[config.mk]
export PLATFORM = sky130hd
export DESIGN_NAME = calendar_field_up_down_adjust_unit_flat
export DESIGN_NICKNAME = d
export VERILOG_FILES = /design/src/sv/cfadj_pkg.sv /design/src/sv/cfadj_if.sv /design/src/sv/cfadj_regs.sv /design/src/sv/cfadj_step.sv /design/src/sv/calendar_field_up_down_adjust_unit.sv /design/src/flat_wrapper.sv
export SDC_FILE = /design/constraint.sdc
export NUM_CORES = 1
export LEC_CHECK = 0
export BUFFER_PORTS_ARGS = -buffer_cell sky130_fd_sc_hd__buf_2
export CAP_MARGIN = 30
export CORE_AREA = 2 2 146 148
export DETAILED_ROUTE_END_ITERATION = 12
export DIE_AREA = 0 0 148 150
export PLACE_DENSITY_LB_ADDON = 0.05
export SYNTH_ARGS = -nofsm -noshare
export SYNTH_HDL_FRONTEND = slang
export SYNTH_SLANG_ARGS = --single-unit
[constraint.sdc]
create_clock -name i_clk -period 12.4 [get_ports i_clk]
set_clock_uncertainty 0.2 [all_clocks]
set_input_delay 0.62 -clock i_clk [delete_from_list [all_inputs] [get_ports i_clk]]
set_output_delay 0.62 -clock i_clk [all_outputs]
set_load 0.05 [all_outputs]
[src/sv/cfadj_pkg.sv]
// calendar field adjust package: codes, state types and calendar helpers
// used by the interfaces, the register block, the step logic and the top level
// no dependencies
package cfadj_pkg;

    localparam int YEAR_W   = 14;
    localparam int MONTH_W  = 4;
    localparam int DAY_W    = 5;
    localparam int HOUR_W   = 5;
    localparam int MINUTE_W = 6;
    localparam int FOCUS_W  = 3;
    localparam int FUNC_W   = 2;

    localparam logic [YEAR_W-1:0]   YEAR_MAX     = 14'd9999;
    localparam logic [YEAR_W-1:0]   YEAR_RESET   = 14'd2004;
    localparam logic [MONTH_W-1:0]  MONTH_FIRST  = 4'd1;
    localparam logic [MONTH_W-1:0]  MONTH_LAST   = 4'd12;
    localparam logic [DAY_W-1:0]    DAY_FIRST    = 5'd1;
    localparam logic [HOUR_W-1:0]   HOUR_LAST    = 5'd23;
    localparam logic [MINUTE_W-1:0] MINUTE_LAST  = 6'd59;

    // modular inverse of 25 mod 2^14 and the divisibility bound (2^14-1)/25
    localparam logic [YEAR_W-1:0] INV25       = 14'd7209;
    localparam logic [YEAR_W-1:0] DIV25_LIMIT = 14'd655;

    // apb register map
    localparam int                PADDR_W      = 3;
    localparam logic [0:0]        REG_MIN_YEAR = 1'b0;

    typedef enum logic [FUNC_W-1:0] {
        FUNC_LOAD  = 2'd0,
        FUNC_UP    = 2'd1,
        FUNC_DOWN  = 2'd2,
        FUNC_FOCUS = 2'd3
    } t_func;

    typedef enum logic [FOCUS_W-1:0] {
        FOCUS_HOUR   = 3'd0,
        FOCUS_MINUTE = 3'd1,
        FOCUS_YEAR   = 3'd2,
        FOCUS_MONTH  = 3'd3,
        FOCUS_DAY    = 3'd4
    } t_focus;

    typedef struct packed {
        t_func                func;
        logic [FOCUS_W-1:0]   focus_select;
        logic [YEAR_W-1:0]    load_year;
        logic [MONTH_W-1:0]   load_month;
        logic [DAY_W-1:0]     load_day;
        logic [HOUR_W-1:0]    load_hour;
        logic [MINUTE_W-1:0]  load_minute;
    } t_item;

    typedef struct packed {
        logic [YEAR_W-1:0]    year;
        logic [MONTH_W-1:0]   month;
        logic [DAY_W-1:0]     day;
        logic [HOUR_W-1:0]    hour;
        logic [MINUTE_W-1:0]  minute;
        t_focus               focus;
    } t_cal;

    localparam t_cal CAL_RESET = '{
        year:   YEAR_RESET,
        month:  MONTH_FIRST,
        day:    DAY_FIRST,
        hour:   '0,
        minute: '0,
        focus:  FOCUS_HOUR
    };

    // gregorian rule: 400 = 16*25, 100 = 4*25
    function automatic logic is_leap(input logic [YEAR_W-1:0] y);
        logic [YEAR_W-1:0] p;
        logic              div25;
        p     = y * INV25;
        div25 = (p <= DIV25_LIMIT);
        return (y[1:0] == 2'b00) && (!div25 || (y[3:0] == 4'b0000));
    endfunction

    function automatic logic [DAY_W-1:0] month_len(input logic [MONTH_W-1:0] m,
                                                   input logic [YEAR_W-1:0]  y);
        logic [DAY_W-1:0] len;
        case (m) inside
            4'd2:                   len = is_leap(y) ? 5'd29 : 5'd28;
            4'd4, 4'd6, 4'd9, 4'd11: len = 5'd30;
            default:                len = 5'd31;
        endcase
        return len;
    endfunction

endpackage

[src/sv/cfadj_if.sv]
// request and result channel interfaces of the calendar field adjust unit
// depends on cfadj_pkg for the field widths
interface cfadj_in_if;
    logic                              valid;
    logic                              ready;
    logic [cfadj_pkg::FUNC_W-1:0]      func;
    logic [cfadj_pkg::FOCUS_W-1:0]     focus_select;
    logic [cfadj_pkg::YEAR_W-1:0]      load_year;
    logic [cfadj_pkg::MONTH_W-1:0]     load_month;
    logic [cfadj_pkg::DAY_W-1:0]       load_day;
    logic [cfadj_pkg::HOUR_W-1:0]      load_hour;
    logic [cfadj_pkg::MINUTE_W-1:0]    load_minute;

    modport source (
        output valid, func, focus_select, load_year, load_month, load_day,
               load_hour, load_minute,
        input  ready
    );
    modport sink (
        input  valid, func, focus_select, load_year, load_month, load_day,
               load_hour, load_minute,
        output ready
    );
endinterface

interface cfadj_out_if;
    logic                              valid;
    logic                              ready;
    logic [cfadj_pkg::YEAR_W-1:0]      year_out;
    logic [cfadj_pkg::MONTH_W-1:0]     month_out;
    logic [cfadj_pkg::DAY_W-1:0]       day_out;
    logic [cfadj_pkg::HOUR_W-1:0]      hour_out;
    logic [cfadj_pkg::MINUTE_W-1:0]    minute_out;
    logic [cfadj_pkg::FOCUS_W-1:0]     focus_out;

    modport source (
        output valid, year_out, month_out, day_out, hour_out, minute_out,
               focus_out,
        input  ready
    );
    modport sink (
        input  valid, year_out, month_out, day_out, hour_out, minute_out,
               focus_out,
        output ready
    );
endinterface

[src/sv/cfadj_regs.sv]
// apb register block of the calendar field adjust unit: holds min_year
// depends on cfadj_pkg
module cfadj_regs (
    input  logic                             i_clk,
    input  logic                             i_rst_n,
    input  logic                             i_psel,
    input  logic                             i_penable,
    input  logic                             i_pwrite,
    input  logic [cfadj_pkg::PADDR_W-1:0]    i_paddr,
    input  logic [31:0]                      i_pwdata,
    output logic [31:0]                      o_prdata,
    output logic                             o_pready,
    output logic [cfadj_pkg::YEAR_W-1:0]     o_min_year
);
    logic                           w_hit;
    logic                           w_wr;
    logic [cfadj_pkg::YEAR_W-1:0]   r_min_year;
    logic [cfadj_pkg::YEAR_W-1:0]   n_min_year;

    assign w_hit = (i_paddr[2] == cfadj_pkg::REG_MIN_YEAR);
    assign w_wr  = i_psel && i_penable && i_pwrite && w_hit;

    always_comb begin
        n_min_year = r_min_year;
        if (w_wr) begin
            n_min_year = i_pwdata[cfadj_pkg::YEAR_W-1:0];
        end
    end

    always_ff @(posedge i_clk) begin
        if (!i_rst_n) begin
            r_min_year <= cfadj_pkg::YEAR_RESET;
        end else begin
            r_min_year <= n_min_year;
        end
    end

    assign o_prdata   = w_hit ? {{(32-cfadj_pkg::YEAR_W){1'b0}}, r_min_year} : 32'd0;
    assign o_pready   = 1'b1;
    assign o_min_year = r_min_year;
endmodule

[src/sv/cfadj_step.sv]
// next-state logic of the calendar field adjust unit: applies one request
// to the stored date, time and focus; depends on cfadj_pkg
module cfadj_step (
    input  cfadj_pkg::t_item                 i_item,
    input  cfadj_pkg::t_cal                  i_cur,
    input  logic [cfadj_pkg::YEAR_W-1:0]     i_min_year,
    output cfadj_pkg::t_cal                  o_next
);
    logic                           w_up;
    logic                           w_step;
    logic [cfadj_pkg::YEAR_W-1:0]   w_floor;
    logic [cfadj_pkg::YEAR_W-1:0]   w_year_dn;
    logic [cfadj_pkg::YEAR_W-1:0]   w_year;
    logic [cfadj_pkg::MONTH_W-1:0]  w_month;
    logic [cfadj_pkg::DAY_W-1:0]    w_day_base;
    logic [cfadj_pkg::DAY_W-1:0]    w_len;
    logic                           w_day_step;

    assign w_up   = (i_item.func == cfadj_pkg::FUNC_UP);
    assign w_step = (i_item.func == cfadj_pkg::FUNC_UP) ||
                    (i_item.func == cfadj_pkg::FUNC_DOWN);
    assign w_floor   = (i_min_year > cfadj_pkg::YEAR_MAX) ? cfadj_pkg::YEAR_MAX : i_min_year;
    // year never wraps below zero, then takes the floor
    assign w_year_dn = (i_cur.year > '0) ? i_cur.year - 1'b1 : '0;

    // year and month first, the day length follows from them
    always_comb begin
        w_year  = i_cur.year;
        w_month = i_cur.month;
        if (i_item.func == cfadj_pkg::FUNC_LOAD) begin
            w_year  = (i_item.load_year > cfadj_pkg::YEAR_MAX) ?
                      cfadj_pkg::YEAR_MAX : i_item.load_year;
            w_month = (i_item.load_month < cfadj_pkg::MONTH_FIRST) ? cfadj_pkg::MONTH_FIRST :
                      (i_item.load_month > cfadj_pkg::MONTH_LAST) ? cfadj_pkg::MONTH_LAST :
                      i_item.load_month;
        end else if (w_step && i_cur.focus == cfadj_pkg::FOCUS_YEAR) begin
            if (w_up) begin
                w_year = (i_cur.year < cfadj_pkg::YEAR_MAX) ? i_cur.year + 1'b1 : i_cur.year;
            end else begin
                w_year = (w_year_dn < w_floor) ? w_floor : w_year_dn;
            end
        end else if (w_step && i_cur.focus == cfadj_pkg::FOCUS_MONTH) begin
            if (w_up) begin
                w_month = (i_cur.month < cfadj_pkg::MONTH_LAST) ?
                          i_cur.month + 1'b1 : cfadj_pkg::MONTH_FIRST;
            end else begin
                w_month = (i_cur.month > cfadj_pkg::MONTH_FIRST) ?
                          i_cur.month - 1'b1 : cfadj_pkg::MONTH_LAST;
            end
        end
    end

    assign w_len      = cfadj_pkg::month_len(w_month, w_year);
    assign w_day_step = w_step && (i_cur.focus == cfadj_pkg::FOCUS_DAY);
    assign w_day_base = (i_item.func != cfadj_pkg::FUNC_LOAD) ? i_cur.day :
                        (i_item.load_day < cfadj_pkg::DAY_FIRST) ? cfadj_pkg::DAY_FIRST :
                        i_item.load_day;

    always_comb begin
        o_next       = i_cur;
        o_next.year  = w_year;
        o_next.month = w_month;
        if (w_day_step) begin
            if (w_up) begin
                o_next.day = (i_cur.day < w_len) ? i_cur.day + 1'b1 : cfadj_pkg::DAY_FIRST;
            end else begin
                o_next.day = (i_cur.day > cfadj_pkg::DAY_FIRST) ? i_cur.day - 1'b1 : w_len;
            end
        end else begin
            o_next.day = (w_day_base > w_len) ? w_len : w_day_base;
        end

        case (i_item.func)
            cfadj_pkg::FUNC_LOAD: begin
                o_next.hour   = (i_item.load_hour > cfadj_pkg::HOUR_LAST) ?
                                cfadj_pkg::HOUR_LAST : i_item.load_hour;
                o_next.minute = (i_item.load_minute > cfadj_pkg::MINUTE_LAST) ?
                                cfadj_pkg::MINUTE_LAST : i_item.load_minute;
            end
            cfadj_pkg::FUNC_UP, cfadj_pkg::FUNC_DOWN: begin
                if (i_cur.focus == cfadj_pkg::FOCUS_HOUR) begin
                    if (w_up) begin
                        o_next.hour = (i_cur.hour < cfadj_pkg::HOUR_LAST) ?
                                      i_cur.hour + 1'b1 : '0;
                    end else begin
                        o_next.hour = (i_cur.hour > '0) ?
                                      i_cur.hour - 1'b1 : cfadj_pkg::HOUR_LAST;
                    end
                end else if (i_cur.focus == cfadj_pkg::FOCUS_MINUTE) begin
                    if (w_up) begin
                        o_next.minute = (i_cur.minute < cfadj_pkg::MINUTE_LAST) ?
                                        i_cur.minute + 1'b1 : '0;
                    end else begin
                        o_next.minute = (i_cur.minute > '0) ?
                                        i_cur.minute - 1'b1 : cfadj_pkg::MINUTE_LAST;
                    end
                end
            end
            default: begin
                // out-of-range select keeps the focus
                if (i_item.focus_select <= cfadj_pkg::FOCUS_DAY) begin
                    o_next.focus = cfadj_pkg::t_focus'(i_item.focus_select);
                end
            end
        endcase
    end
endmodule

[src/sv/calendar_field_up_down_adjust_unit.sv]
// calendar field adjust unit top level: request register, calendar state,
// result register; depends on cfadj_pkg, cfadj_if, cfadj_regs and cfadj_step
//
// Holds a date and time (year, month, day, hour, minute) and a focused field.
// Each request loads the whole date and time, steps the focused field up or
// down, or selects a new focus; each request returns one result with all
// fields and the focus after it. One request is taken every clock cycle while
// results drain; an accepted request waits in the request register until the
// result register is free or drains, then the step logic feeds the state and
// result registers. The longest path is the leap-year test, one 14-bit constant
// multiply after the year update. min_year (byte address 0) is the floor for
// a year step down and must be written only while no request is in flight.
module calendar_field_up_down_adjust_unit (
    input  logic                             i_clk,
    input  logic                             i_rst_n,
    cfadj_in_if.sink                         i_in,
    cfadj_out_if.source                      o_out,
    input  logic                             i_psel,
    input  logic                             i_penable,
    input  logic                             i_pwrite,
    input  logic [cfadj_pkg::PADDR_W-1:0]    i_paddr,
    input  logic [31:0]                      i_pwdata,
    output logic [31:0]                      o_prdata,
    output logic                             o_pready
);
    logic                           w_in_ready;
    logic                           w_in_take;
    logic                           w_adv;
    logic [cfadj_pkg::YEAR_W-1:0]   w_min_year;
    cfadj_pkg::t_item               w_item;
    cfadj_pkg::t_cal                w_next;

    logic                           r_in_valid;
    logic                           n_in_valid;
    cfadj_pkg::t_item               r_in;
    cfadj_pkg::t_cal                r_cal;
    logic                           r_out_valid;
    logic                           n_out_valid;
    cfadj_pkg::t_cal                r_out;

    cfadj_regs u_regs (
        .i_clk      (i_clk),
        .i_rst_n    (i_rst_n),
        .i_psel     (i_psel),
        .i_penable  (i_penable),
        .i_pwrite   (i_pwrite),
        .i_paddr    (i_paddr),
        .i_pwdata   (i_pwdata),
        .o_prdata   (o_prdata),
        .o_pready   (o_pready),
        .o_min_year (w_min_year)
    );

    cfadj_step u_step (
        .i_item     (r_in),
        .i_cur      (r_cal),
        .i_min_year (w_min_year),
        .o_next     (w_next)
    );

    assign w_item = '{
        func:         cfadj_pkg::t_func'(i_in.func),
        focus_select: i_in.focus_select,
        load_year:    i_in.load_year,
        load_month:   i_in.load_month,
        load_day:     i_in.load_day,
        load_hour:    i_in.load_hour,
        load_minute:  i_in.load_minute
    };

    // the request moves on whenever the result register is free or drains
    assign w_adv      = r_in_valid && (!r_out_valid || o_out.ready);
    assign w_in_ready = !r_in_valid || w_adv;
    assign w_in_take  = i_in.valid && w_in_ready;
    assign i_in.ready = w_in_ready;

    always_comb begin
        n_in_valid = r_in_valid;
        if (w_in_take) begin
            n_in_valid = 1'b1;
        end else if (w_adv) begin
            n_in_valid = 1'b0;
        end
        n_out_valid = r_out_valid;
        if (w_adv) begin
            n_out_valid = 1'b1;
        end else if (o_out.ready) begin
            n_out_valid = 1'b0;
        end
    end

    always_ff @(posedge i_clk) begin
        if (!i_rst_n) begin
            r_in_valid  <= 1'b0;
            r_out_valid <= 1'b0;
            r_cal       <= cfadj_pkg::CAL_RESET;
        end else begin
            r_in_valid  <= n_in_valid;
            r_out_valid <= n_out_valid;
            if (w_adv) begin
                r_cal <= w_next;
            end
        end
    end

    always_ff @(posedge i_clk) begin
        if (w_in_take) begin
            r_in <= w_item;
        end
        if (w_adv) begin
            r_out <= w_next;
        end
    end

    assign o_out.valid      = r_out_valid;
    assign o_out.year_out   = r_out.year;
    assign o_out.month_out  = r_out.month;
    assign o_out.day_out    = r_out.day;
    assign o_out.hour_out   = r_out.hour;
    assign o_out.minute_out = r_out.minute;
    assign o_out.focus_out  = r_out.focus;

`ifndef SYNTH
    // stored day always fits the stored month
    a_day_fits: assert property (@(posedge i_clk) disable iff (!i_rst_n)
        (r_cal.day >= cfadj_pkg::DAY_FIRST) &&
        (r_cal.day <= cfadj_pkg::month_len(r_cal.month, r_cal.year)))
        else $error("stored day outside month length");

    a_fields_range: assert property (@(posedge i_clk) disable iff (!i_rst_n)
        (r_cal.year <= cfadj_pkg::YEAR_MAX) && (r_cal.month >= cfadj_pkg::MONTH_FIRST) &&
        (r_cal.month <= cfadj_pkg::MONTH_LAST) && (r_cal.hour <= cfadj_pkg::HOUR_LAST) &&
        (r_cal.minute <= cfadj_pkg::MINUTE_LAST))
        else $error("stored calendar field out of range");

    // a stalled request stays in the request register
    a_req_held: assert property (@(posedge i_clk) disable iff (!i_rst_n)
        r_in_valid && !w_adv |=> r_in_valid && $stable(r_in))
        else $error("stalled request lost");

    // each result leaves with the state it produced
    a_result_matches_state: assert property (@(posedge i_clk) disable iff (!i_rst_n)
        w_adv |=> r_out_valid && (r_out == r_cal))
        else $error("result register differs from state");
`endif
endmodule

[src/flat_wrapper.sv]
// flat-port wrapper written by rule: the top's interface ports become plain ports
module calendar_field_up_down_adjust_unit_flat 
  (i_clk, i_rst_n, i_psel, i_penable, i_pwrite, i_paddr, i_pwdata, o_prdata, o_pready, i_in_valid, i_in_func, i_in_focus_select, i_in_load_year, i_in_load_month, i_in_load_day, i_in_load_hour, i_in_load_minute, i_in_ready, o_out_valid, o_out_year_out, o_out_month_out, o_out_day_out, o_out_hour_out, o_out_minute_out, o_out_focus_out, o_out_ready);
  cfadj_in_if i_in_i ();
  cfadj_out_if o_out_i ();
  input  logic i_clk;
  input  logic i_rst_n;
  input  logic i_psel;
  input  logic i_penable;
  input  logic i_pwrite;
  input  logic [cfadj_pkg::PADDR_W-1:0] i_paddr;
  input  logic [31:0] i_pwdata;
  output logic [31:0] o_prdata;
  output logic o_pready;
  input wire logic [$bits(i_in_i.valid)-1:0] i_in_valid;
  input wire logic [$bits(i_in_i.func)-1:0] i_in_func;
  input wire logic [$bits(i_in_i.focus_select)-1:0] i_in_focus_select;
  input wire logic [$bits(i_in_i.load_year)-1:0] i_in_load_year;
  input wire logic [$bits(i_in_i.load_month)-1:0] i_in_load_month;
  input wire logic [$bits(i_in_i.load_day)-1:0] i_in_load_day;
  input wire logic [$bits(i_in_i.load_hour)-1:0] i_in_load_hour;
  input wire logic [$bits(i_in_i.load_minute)-1:0] i_in_load_minute;
  output wire logic [$bits(i_in_i.ready)-1:0] i_in_ready;
  output wire logic [$bits(o_out_i.valid)-1:0] o_out_valid;
  output wire logic [$bits(o_out_i.year_out)-1:0] o_out_year_out;
  output wire logic [$bits(o_out_i.month_out)-1:0] o_out_month_out;
  output wire logic [$bits(o_out_i.day_out)-1:0] o_out_day_out;
  output wire logic [$bits(o_out_i.hour_out)-1:0] o_out_hour_out;
  output wire logic [$bits(o_out_i.minute_out)-1:0] o_out_minute_out;
  output wire logic [$bits(o_out_i.focus_out)-1:0] o_out_focus_out;
  input wire logic [$bits(o_out_i.ready)-1:0] o_out_ready;
  assign i_in_i.valid = i_in_valid;
  assign i_in_i.func = i_in_func;
  assign i_in_i.focus_select = i_in_focus_select;
  assign i_in_i.load_year = i_in_load_year;
  assign i_in_i.load_month = i_in_load_month;
  assign i_in_i.load_day = i_in_load_day;
  assign i_in_i.load_hour = i_in_load_hour;
  assign i_in_i.load_minute = i_in_load_minute;
  assign i_in_ready = i_in_i.ready;
  assign o_out_valid = o_out_i.valid;
  assign o_out_year_out = o_out_i.year_out;
  assign o_out_month_out = o_out_i.month_out;
  assign o_out_day_out = o_out_i.day_out;
  assign o_out_hour_out = o_out_i.hour_out;
  assign o_out_minute_out = o_out_i.minute_out;
  assign o_out_focus_out = o_out_i.focus_out;
  assign o_out_i.ready = o_out_ready;
  calendar_field_up_down_adjust_unit u_core (.i_clk(i_clk), .i_rst_n(i_rst_n), .i_in(i_in_i), .o_out(o_out_i), .i_psel(i_psel), .i_penable(i_penable), .i_pwrite(i_pwrite), .i_paddr(i_paddr), .i_pwdata(i_pwdata), .o_prdata(o_prdata), .o_pready(o_pready));
endmodule
### Word-level counts from Yosys, hierarchy flattened

Index checks and enable logic that the tools add are counted.

| operators by class | value |
|---|---|
| add/sub/neg operators | 10 |
| $mul | 1 |
| magnitude comparators | 21 |
| eq/ne operators | 11 |
| multiplexer cells | 45 |
| bitwise logic cells | 1 |
| reductions and logical operators | 26 |

Operators with widths:

| operator | count |
|---|---|
| 14-bit 2-to-1 mux | 9 |
| 5-bit 2-to-1 mux | 12 |
| 6-bit 2-to-1 mux | 6 |
| 4-bit 2-to-1 mux | 8 |
| 14-bit greater-than comparator, second input constant | 2 |
| 11-bit case mux with 2 select lines | 1 |
| 14-bit by 1-bit adder with 14-bit output, second input constant | 1 |
| 14-bit by 1-bit greater-than comparator with 1-bit output, second input constant | 1 |
| 14-bit by 10-bit <= comparator with 1-bit output, second input constant | 1 |
| 14-bit less-than comparator | 1 |
| 14-bit less-than comparator, second input constant | 1 |
| 14-bit by 13-bit multiplier with 14-bit output, second input constant | 1 |
| 14-bit by 1-bit subtractor with 14-bit output, second input constant | 1 |
| 5-bit by 1-bit adder with 5-bit output, second input constant | 2 |
| 5-bit by 1-bit greater-than comparator with 1-bit output, second input constant | 2 |
| 5-bit by 1-bit subtractor with 5-bit output, second input constant | 2 |
| 1-bit logical AND | 9 |
| 4-bit by 3-bit == test with 1-bit output, second input constant | 2 |
| 4-bit == test, second input constant | 2 |
| 6-bit by 1-bit adder with 6-bit output, second input constant | 1 |
| 3-bit by 2-bit == test with 1-bit output, second input constant | 2 |
| 6-bit by 1-bit greater-than comparator with 1-bit output, second input constant | 1 |
| 6-bit greater-than comparator, second input constant | 1 |
| 6-bit less-than comparator, second input constant | 1 |
| 31 further kinds | 45 |

| word-level totals | value |
|---|---|
| register bits after elaboration | 129 |
| input port bits | 81 |
| word-level logic and storage cells | 137 |

### Depth between registers and ports, before layout

| depth | value |
|---|---|
| depth after elaboration | 18 |
| gate-level depth with buffers | 45 |
| depth with buffers taken out | 44 |

### Cells and area by module

A second synthesis with hierarchy kept.

| unflattened totals | value |
|---|---|
| cells, all modules | 1027 |
| area, all modules | 9278.9 µm² |

By module, submodules not included:

| module | times used | cells an instance | area an instance (µm²) | sequential area each (µm²) |
|---|---|---|---|---|
| cfadj_step | 1 | 682 | 4561.9 | 0.0 |
| calendar_field_up_down_adjust_unit | 1 | 247 | 3851.2 | 3062.9 |
| cfadj_regs | 1 | 98 | 865.8 | 280.3 |

### Worst setup path before layout

OpenSTA, ideal clock, no wires.

| timing path | value |
|---|---|
| kind | flip-flop to flip-flop |
| start point | register u_core.r_cal[23] in the netlist's numbering |
| end point | register u_core.r_out (netlist bit u_core.o_out.day_out[1]) (data pin) |
| data arrival time | 9.045 ns |
| required time | 11.939 ns |
| path slack | 2.895 ns |
| cell stages (with the launch flop) | 42 |
| clock period less this slack | 9.505 ns |
| cells stage by stage | dfxtp_1 > inv_1 > ha_1 > nor3b_2 > nand2_1 > nor2_1 > clkbuf_1 > nor2_1 > ha_1 > and4_1 > a21o_1 > o21ai_0 > nand3_2 > clkbuf_1 > nor2_1 > a211oi_1 > a21oi_1 > nor2_1 > [6 not listed] > inv_1 > ha_1 > a21oi_1 > o211ai_1 > o21ai_0 > nand2b_1 > a21oi_1 > xnor2_1 > xnor3_1 > xnor2_2 > mux2i_1 > a21oi_1 > ha_1 > a2111oi_0 > mux2i_1 > nand2_1 > o2111ai_1 > nand2_1 |

RTL lines:

| what | RTL line | text |
|---|---|---|
| start, declared | calendar_field_up_down_adjust_unit.sv:36 | `cfadj_pkg::t_cal r_cal;` |
| start signal, assigned | calendar_field_up_down_adjust_unit.sv:96 | `r_cal <= cfadj_pkg::CAL_RESET;` |
| start signal, assigned | calendar_field_up_down_adjust_unit.sv:101 | `r_cal <= w_next;` |
| end signal, assigned | calendar_field_up_down_adjust_unit.sv:111 | `r_out <= w_next;` |
| end, declared | calendar_field_up_down_adjust_unit.sv:39 | `cfadj_pkg::t_cal r_out;` |

==> metrics <==
met3 Use GR 0.0409; GR Util met2 0.330; f_max 90.2 MHz; cts bufs inserted 17; peak supply drop 0.0000895 V; DP Worst Slack 1430 ps; post-CTS sizing 0; synthesized area 9120 um2; Req. time, crit path 12370 ps; Post-synth EDFFs 76; Main synth FF type edfxtp_1; # hold bufs at CTS 0; Comb pwr share 0.318; Post-CTS Setup Inserts 0; max cap viols 0; RSZ-0062 raised after global routing no; drc violations 0; slowest cell on the critical path a2111oi_0; Mapped Avg Cell Area 8.63 um2; dpl cell area 9840 um2; Yosys reg bits 129; Worst Max-Slew Pin Slew 923 ps; Final WS setup 1320 ps; Max Slew Vio Count 0; initial antenna violation count 0; die area 22200 um2; final net count 1299; Clock Path Buffers 2; Final Instance Area 10500 um2; status finished clean; Diodes inserted 0; Die Ht 150 um; Die W 148 um; Seq pwr share 0.329; clock latency on the worst-skew pair 420 ps; crit path capture type register; Seq/Total Area, Yosys 0.367; hold depth 1; Syn. warnings 0; Placer Congestion 0.862; Net Sw Frac 0.336; Initial Util 0.441; Top Ports 153; GRT Resource Usage Total 0.216; H-tree depth 4; Worst path max stage delay 780 ps; pin count of the biggest net entering global routing 65; final setup fails 0; ys async rst share 0; Hold Path Class in -> reg; max_slew headroom 0.368; vias in the first global route 7197; Final Hold Fails 0; drt first-iter violations 535; CTS clock-pin slew for the worst setup and hold paths 60 ps; HPWL Detailed 16300 um; Yosys cell types 78; share of layout cells above drive strength 1 0.157; via count 7744; row count 53; Int Pwr 0.00102 W; Worst EP arrival 11050 ps; Setup TNS 0 ps; # port buffers 113; Critical Path Source Type register; GRT Residual Overflow 0; clock sink total 129; GR peak layer met2; Clock Root Buffer clkbuf_16; PD cells 147 nW/um2; maximum fanout along the worst path 19; drt first pass iters 5; Post-Syn Instances 1057; sw power 0.000517 W; TritonCTS clock tree done; routed wire length 23600 um; Most common cell on crit path ha_1; routed length per instance 16.5 um; filler cell count 2021; power share of the clock group 0.353; first-pass GRT wire length 37900 um; Setup Crit Path Kind reg -> reg; remaining antenna violation count after routing 0; R2R depth 35; Area growth syn-to-layout 14.7%; total leakage power 4.29 nW; Vias/cell 5.44; GR Layer Usage met1 0.316; core area 20700 um2; min Tclk post-route 11080 ps; Final Cycle Share 0.894
-- final cells by class --
class,instances,area [um2],share of cell area
clock inverter,11,175,0.0167
tap,275,344,0.0329
timing repair buffer,127,703,0.0672
multi-input combinational,788,5170,0.494
inverter,74,278,0.0266
sequential,129,3340,0.320
clock buffer,20,447,0.0427
-- flip-flops by register name, summed over array words and instances, names as in the netlist --
| signal | cells |
|---|---|
| u_core.o_out.day_out | 5 |
| u_core.o_out.year_out | 14 |
| u_core.o_out.valid | 1 |
| u_core.o_out.focus_out | 3 |
| u_core.u_regs.o_min_year | 14 |
| u_core.r_cal | 37 |
| u_core.o_out.hour_out | 5 |
| u_core.o_out.month_out | 4 |
| u_core.r_in | 39 |
| u_core.r_in_valid | 1 |
| u_core.o_out.minute_out | 6 |
-- worst max-delay path, delay by kind of cell (launching register included) --
family | cells | cell delay, ps
buffers and inverters | 3 | 260
flip-flops | 1 | 420
AO/OA/AOI/OAI | 11 | 3500
AND/OR/NAND/NOR | 8 | 2190
multiplexers | 2 | 630
adder cells (fa/ha/maj) | 8 | 2900
XOR/XNOR | 3 | 730
-- cell usage in the layout (no fill, tap or decap), types with 6 or more instances in the layout --
master     netlist  routed
buf_2            5     113
a31oi_1         12      12
nand2_1        125     125
a21o_1           8       8
and3_1           9       9
ha_1            70      69
xnor2_1         19      19
nor3_1          24      24
nor3b_1         13      13
nor2_1         102     102
mux2i_1          7       7
conb_1           2      19
buf_4           19      12
clkbuf_16        0      17
a21oi_1         68      68
o21a_1           6       6
o211ai_1        11      11
dfxtp_1         53      53
a211oi_1        13      13
nand2b_1        14      14
fa_1            11      11
o22ai_1          9       9
o21ai_0         58      58
a21boi_0        17      17
or3_1            9       9
xor2_1           6       6
nor2b_1         24      24
nand3_1         31      31
nand4_1         17      17
o31ai_1          8       8
edfxtp_1        76      76
inv_1           72      72
-- metrics by stage --
step	hold slack (ps)	std cells	power [W]	utilization
6_report	168	1424	0.00154	0.506
5_1_grt	143	1424	0.00164	0.506
4_1_cts	145	1424	0.00156	0.506
3_5_place_dp	259	1393	0.00101	0.476
3_3_place_gp	260	1391	0.00100	0.473
2_1_floorplan	243	1074	0.000910	-
-- Yosys cell counts (4+ instances only) --
library cell	n	area, um2
nand2_1	125	469
nor2_1	102	383
edfxtp_1	76	2280
inv_1	72	270
ha_1	70	876
a21oi_1	68	340
o21ai_0	58	290
dfxtp_1	53	1060
clkbuf_1	51	191
nand3_1	31	155
nor2b_1	24	150
nor3_1	24	120
buf_4	19	143
xnor2_1	19	166
a21boi_0	17	128
nand4_1	17	106
nand2b_1	14	87.6
a211oi_1	13	97.6
nor3b_1	13	97.6
a31oi_1	12	75.1
fa_1	11	220
o211ai_1	11	82.6
and3_1	9	56.3
o22ai_1	9	56.3
or3_1	9	56.3
a21o_1	8	60.1
o31ai_1	8	60.1
mux2i_1	7	70.1
buf_1	6	22.5
o21a_1	6	45.0
xor2_1	6	52.6
a221oi_1	5	43.8
and2_1	5	31.3
buf_2	5	25.0
mux2_2	4	45.0
nor4_1	4	25.0
o211a_1	4	40.0
-- path summary, 6_finish.rpt --
check	slack (ps)	end	startpoint
hold / removal	170	u_core.r_in[0]	i_in_load_minute[0]
setup reg to reg	1320	u_core.o_out.day_out[1]	u_core.r_cal[23]
setup / recovery	1320	u_core.o_out.day_out[1]	u_core.r_cal[23]
hold reg to reg	260	u_core.u_regs.o_min_year[0]	u_core.u_regs.o_min_year[0]
-- power by group through the flow --
stage          logic, W  registers, W  clock network, W
2_1_floorplan  0.000385      0.000525                 0
3_3_place_gp   0.000485      0.000516                 0
3_5_place_dp   0.000492      0.000515                 0
4_1_cts        0.000495      0.000507          0.000556
5_1_grt        0.000559      0.000510          0.000573
6_report       0.000491      0.000507          0.000543
-- routing by layer --
metal | vias to the layer above | share of wire | routed length, um
li1 | 3883 | - | -
met1 | 3631 | 0.50 | 11800
met2 | 215 | 0.44 | 10400
met3 | 15 | 0.048 | 1140
met4 | 0 | 0.0073 | 173
met5 | - | 0 | 0
-- cells by family (layout without fill, tap and decap cells) --
family	count (synthesis)	in the layout	share of synthesized area
mux	11	11	0.0126
xor+xnor	27	27	0.0283
flops	129	129	0.367
buf+inv	157	232	0.0748
compound gates	255	255	0.185
fa+ha+maj	81	81	0.120
other cells	2	19	0.000823
simple gates	395	395	0.212
No activity file was read; power rests on OpenSTA's default activity.
